[src/sv/shs_pkg.sv]
// Package with the types, constants and rotate helper of the hash unit.
`timescale 1ns / 1ps
package shs_pkg;

    typedef enum logic [2:0] {
        ST_IDLE,
        ST_PAD,
        ST_ROUND,
        ST_FOLD,
        ST_OUT
    } state_t;

    localparam logic [7:0] PAD_MARK = 8'h80;
    localparam logic [5:0] LEN_POS  = 6'd56;

    localparam logic [31:0] INIT_HASH [8] = '{
        32'h6a09e667, 32'hbb67ae85, 32'h3c6ef372, 32'ha54ff53a,
        32'h510e527f, 32'h9b05688c, 32'h1f83d9ab, 32'h5be0cd19
    };

    localparam logic [31:0] ROUND_K [64] = '{
        32'h428a2f98, 32'h71374491, 32'hb5c0fbcf, 32'he9b5dba5,
        32'h3956c25b, 32'h59f111f1, 32'h923f82a4, 32'hab1c5ed5,
        32'hd807aa98, 32'h12835b01, 32'h243185be, 32'h550c7dc3,
        32'h72be5d74, 32'h80deb1fe, 32'h9bdc06a7, 32'hc19bf174,
        32'he49b69c1, 32'hefbe4786, 32'h0fc19dc6, 32'h240ca1cc,
        32'h2de92c6f, 32'h4a7484aa, 32'h5cb0a9dc, 32'h76f988da,
        32'h983e5152, 32'ha831c66d, 32'hb00327c8, 32'hbf597fc7,
        32'hc6e00bf3, 32'hd5a79147, 32'h06ca6351, 32'h14292967,
        32'h27b70a85, 32'h2e1b2138, 32'h4d2c6dfc, 32'h53380d13,
        32'h650a7354, 32'h766a0abb, 32'h81c2c92e, 32'h92722c85,
        32'ha2bfe8a1, 32'ha81a664b, 32'hc24b8b70, 32'hc76c51a3,
        32'hd192e819, 32'hd6990624, 32'hf40e3585, 32'h106aa070,
        32'h19a4c116, 32'h1e376c08, 32'h2748774c, 32'h34b0bcb5,
        32'h391c0cb3, 32'h4ed8aa4a, 32'h5b9cca4f, 32'h682e6ff3,
        32'h748f82ee, 32'h78a5636f, 32'h84c87814, 32'h8cc70208,
        32'h90befffa, 32'ha4506ceb, 32'hbef9a3f7, 32'hc67178f2
    };

    function automatic logic [31:0] rotr(input logic [31:0] x, input int unsigned n);
        rotr = (x >> n) | (x << (32 - n));
    endfunction

    // Working variables a..h passed between the round unit and the sequencer.
    typedef struct packed {
        logic [31:0] a, b, c, d, e, f, g, h;
    } work_t;

endpackage

[src/sv/shs_round.sv]
// One SHA-256 round with the message schedule step, reused for all 64 rounds.
`timescale 1ns / 1ps
module shs_round (
    input  shs_pkg::work_t  work_in,
    input  logic [31:0]     w_cur,
    input  logic [31:0]     k_cur,
    input  logic [31:0]     w_m2,
    input  logic [31:0]     w_m7,
    input  logic [31:0]     w_m15,
    input  logic [31:0]     w_m16,
    output shs_pkg::work_t  work_out,
    output logic [31:0]     w_new
);
    logic [31:0] big1, ch, t1, big0, maj, t2, s0, s1;

    always_comb begin
        big1 = shs_pkg::rotr(work_in.e, 6) ^ shs_pkg::rotr(work_in.e, 11)
             ^ shs_pkg::rotr(work_in.e, 25);
        ch   = (work_in.e & work_in.f) ^ (~work_in.e & work_in.g);
        t1   = work_in.h + big1 + ch + k_cur + w_cur;
        big0 = shs_pkg::rotr(work_in.a, 2) ^ shs_pkg::rotr(work_in.a, 13)
             ^ shs_pkg::rotr(work_in.a, 22);
        maj  = (work_in.a & work_in.b) ^ (work_in.a & work_in.c) ^ (work_in.b & work_in.c);
        t2   = big0 + maj;
        work_out.h = work_in.g;
        work_out.g = work_in.f;
        work_out.f = work_in.e;
        work_out.e = work_in.d + t1;
        work_out.d = work_in.c;
        work_out.c = work_in.b;
        work_out.b = work_in.a;
        work_out.a = t1 + t2;
        s0 = shs_pkg::rotr(w_m15, 7) ^ shs_pkg::rotr(w_m15, 18) ^ (w_m15 >> 3);
        s1 = shs_pkg::rotr(w_m2, 17) ^ shs_pkg::rotr(w_m2, 19) ^ (w_m2 >> 10);
        w_new = s1 + w_m7 + s0 + w_m16;
    end
endmodule

[config.mk]
export PLATFORM = sky130hd
export DESIGN_NAME = shs_round
export DESIGN_NICKNAME = d
export VERILOG_FILES = /design/src/sv/shs_pkg.sv /design/src/sv/shs_round.sv
export SDC_FILE = /design/constraint.sdc
export NUM_CORES = 1
export LEC_CHECK = 0
export BUFFER_PORTS_ARGS = -buffer_cell sky130_fd_sc_hd__buf_4
export CORE_AREA = 2 2 287 289
export DETAILED_ROUTE_END_ITERATION = 10
export DIE_AREA = 0 0 289 291
export SYNTH_ARGS = -nofsm -noshare
export SYNTH_HDL_FRONTEND = slang
export SYNTH_SLANG_ARGS = --single-unit
[constraint.sdc]
create_clock -name vclk -period 8.6
set_input_delay 0.86 -clock vclk [all_inputs]
set_output_delay 0.86 -clock vclk [all_outputs]
set_load 0.05 [all_outputs]
# Word-level counts from Yosys, hierarchy flattened
# Index checks and enable logic that the tools add are counted.
[op_classes]
n_bitwise = 27
reduce_logical = 0
shift = 0
n_mux = 0
mul = 0
order_cmp = 0
eq_ne = 0
addsub = 10
n_div = 0
[op_table]
columns = ["op", "count"]
rows = [
  ["$add 32x32->32", 10],
  ["$xor 32x32->32", 9],
  ["$and 32x32->32", 5],
  ["$not 32->32", 1],
  ["$or 10x32->32", 1],
  ["$or 13x32->32", 1],
  ["$or 14x32->32", 1],
  ["$or 15x32->32", 1],
  ["$or 19x32->32", 1],
  ["$or 21x32->32", 1],
  ["$or 25x32->32", 1],
  ["$or 26x32->32", 1],
  ["$or 30x32->32", 1],
  ["$or 7x32->32", 1],
  ["$xor 32x22->32", 1],
  ["$xor 32x29->32", 1],
]
[word_totals]
wordCells = 37
romBits = 0
ff_bits = 0
ram_bits = 0
output_inout_bits = 288
latch_bits = 0
mem_count = 0

# Longest topological paths before layout
[logic_depth]
depth_word = 8
ltp_mapped = 31
ltp_nobuf = 29

# Least setup slack after synthesis
# No wires, ideal clock.
[synth_path]
kind = "input port to output port"
startpoint = "in work_in[1] (netlist name)"
endpoint = "out work_out[245] (netlist name)"
slack_ns = -0.179
t_required_ns = 7.740
path_buffers = 0
path_stages = 26
t_arrival_ns = 7.919
path_cell_list = "inv_1 > fa_1 > fa_1 > fa_1 > inv_1 > ha_1 > fa_1 > a21oi_1 > nor2_1 > o21ai_1 > a31oi_1 > a21o_1 > a21o_1 > xor2_1 > inv_1 > fa_1 > inv_1 > ha_1 > a21oi_1 > nand3_1 > nor2_1 > a21bo_2 > a21oi_1 > o21bai_1 > a21o_1 > o311ai_0"
[synth_lines]
columns = ["item", "line", "text"]
rows = [
  ["start: declaration", "shs_round.sv:4", "input shs_pkg::work_t work_in,"],
  ["end: declaration", "shs_round.sv:11", "output shs_pkg::work_t work_out,"],
]

==> run metrics <==
RSZ-0062 raised after global routing yes; fillers 8898; Worst Min Path Start work_in[42]; clkbuf count 0; first-pass GRT wire length 105500 um; nets 3314; HPWL Detailed 70750 um; # DRC 0; full die area 0.08410 mm2; largest net degree at the start of global routing 8; Area Growth Syn to Fin 40.18%; Post-Synthesis Cells 1950; GP Congestion 1.005; Slew Limit Fails 0; Via Count 15230; Vias per Instance 4.203; cell with the most instances after synthesis inv_1; fraction of layout cells with a size suffix above 1 35.17%; crit path capture type output port; area share of the largest cell type after synthesis 24.03%; GRT Total Usage 17.36%; initial antenna violation count 6; multi-input logic area 0.01272 mm2; Initial Utilization 19.19%; WHS Path Cells 2; WL per Instance 21.14 um; synth top area cells fa_1 24%, xnor2_1 13%, inv_1 10%; Post-Syn Area 0.01558 mm2; Mapped Avg Cell Area 7.988 um2; WS Path Type in2out; Max Fclk 118.9 MHz; endpoints failing setup 0; die height 291 um; Slowest cell on crit path fa_1; hold_ws 1.986 ns; startpoint types input port; initial DRC count 800; measured slew at the worst slew-check pin 0.9297 ns; Detailed Route WL 76620 um; core area 0.08119 mm2; DP Cell Count 3606; Die X 289 um; total global routing overflow 0; fin crit share 97.79%; Reg area 0 um2; Netlist cell types 70; # port buffers 736; Worst Hold Endpoint work_out[10]; setup total negative slack 0 ns; slowest stage delay, CP 0.57 ns; fin cells 3624; vias in the first global route 15470; router iterations before antenna repair 5; Worst Hold Class in2out; status finished clean; register area share after synthesis 0%; Post-Syn Nets 2709; Critical Path AT 7.55 ns; IO Pins 736; synth warn 0; Final Worst Setup Slack 0.1903 ns; Slew HR 37.37%; Req. time, crit path 7.74 ns; max-cap violations 0; fin crit period 8.410 ns; Setup WS pre-CTS -0.1313 ns; Rows 105; Final ANT Viol Nets 0; sequential cells 0; Synth top cells by count 431 x inv_1, 238 x xnor2_1, 192 x buf_4; Final Hold Viols 0; area leader, netlist fa_1; Hold Buf Count CTS 0; CP Max Fanout 4
[critical path: cells and delay by family]
family          cells  cell delay (ns)
fa+ha+maj           7             2.85
compound gates     13             2.64
buf+inv             6             0.56
xor+xnor            2             0.33
simple gates        2             0.16
mux                 1             0.12
[cell type report]
cell class,instances,area share [%]
repair buffers,818,28.21
inverters,431,7.420
diodes,1,0.01146
well taps,1070,6.131
multi-input cells,1304,58.23
[how the worst max path moves through the flow]
stage | start | end | slack (ns) | cells past startpoint
floorplan | work_in[1] | work_out[255] | 0.22 | 29
CTS | k_cur[1] | work_out[255] | 0.0004 | 31
global placement | work_in[1] | work_out[255] | -0.04 | 31
detailed placement | work_in[1] | work_out[255] | -0.13 | 31
finish | work_in[1] | work_out[255] | 0.19 | 31
global route | work_in[9] | work_out[255] | -0.1 | 30
[cell families after synthesis]
| kind of cell | after synthesis | synth area share, % |
|---|---|---|
| AO/OA/AOI/OAI | 371 | 15.84 |
| XOR/XNOR | 365 | 20.52 |
| adder cells (fa/ha/maj) | 314 | 34.18 |
| buffers and inverters | 646 | 20.20 |
| multiplexers | 33 | 2.209 |
| AND/OR/NAND/NOR | 221 | 7.044 |
[layer usage]
layer | global-route usage (%) | part of all wire [%]
met5 | 0 | 0.074
met4 | 4.061 | 2.9
met3 | 4.334 | 8.6
met2 | 29.41 | 47
met1 | 21.95 | 42
[cell usage in the layout (no fill, tap or decap), types with 4 or more instances in the layout]
| cell | n |
|---|---|
| buf_4 | 813 |
| inv_1 | 428 |
| xnor2_1 | 236 |
| fa_1 | 186 |
| xor2_1 | 126 |
| ha_1 | 119 |
| a21oi_1 | 88 |
| a21o_1 | 74 |
| o21ai_0 | 73 |
| nor2_1 | 61 |
| nand2_1 | 45 |
| mux2i_1 | 21 |
| nand3_1 | 18 |
| nor2b_1 | 17 |
| nor3_1 | 14 |
| a211oi_1 | 13 |
| o21a_1 | 12 |
| mux2_2 | 11 |
| o21bai_1 | 10 |
| nand2b_1 | 10 |
| and3_1 | 9 |
| nand4_1 | 9 |
| o211ai_1 | 9 |
| a21oi_2 | 8 |
| a211o_1 | 8 |
| a31oi_1 | 7 |
| a211oi_2 | 6 |
| o21ai_1 | 6 |
| or2_2 | 6 |
| ha_4 | 5 |
| buf_6 | 5 |
| a31oi_4 | 4 |
| a21boi_0 | 4 |
| nand3b_1 | 4 |
| a31o_2 | 4 |
[stage by stage]
step | util (%) | cell area (um2)
final | 26.90 | 21840
after floorplan | - | 15580
after global routing | 26.90 | 21840
after global placement | 26.36 | 21400
after detailed placement | 26.36 | 21400
after CTS | 26.55 | 21560
[what timing repair did]
| item | 4_1_cts | 5_1_grt |
|---|---|---|
| gates resized for setup | 12 | 48 |
| endpoints found under the setup margin | 1 | 13 |
| pin swaps | 13 | 31 |
| buffers inserted | 11 | 7 |
Power is not shown: default switching activity piles up to over one toggle a cycle in this logic, so the estimate is an artifact.
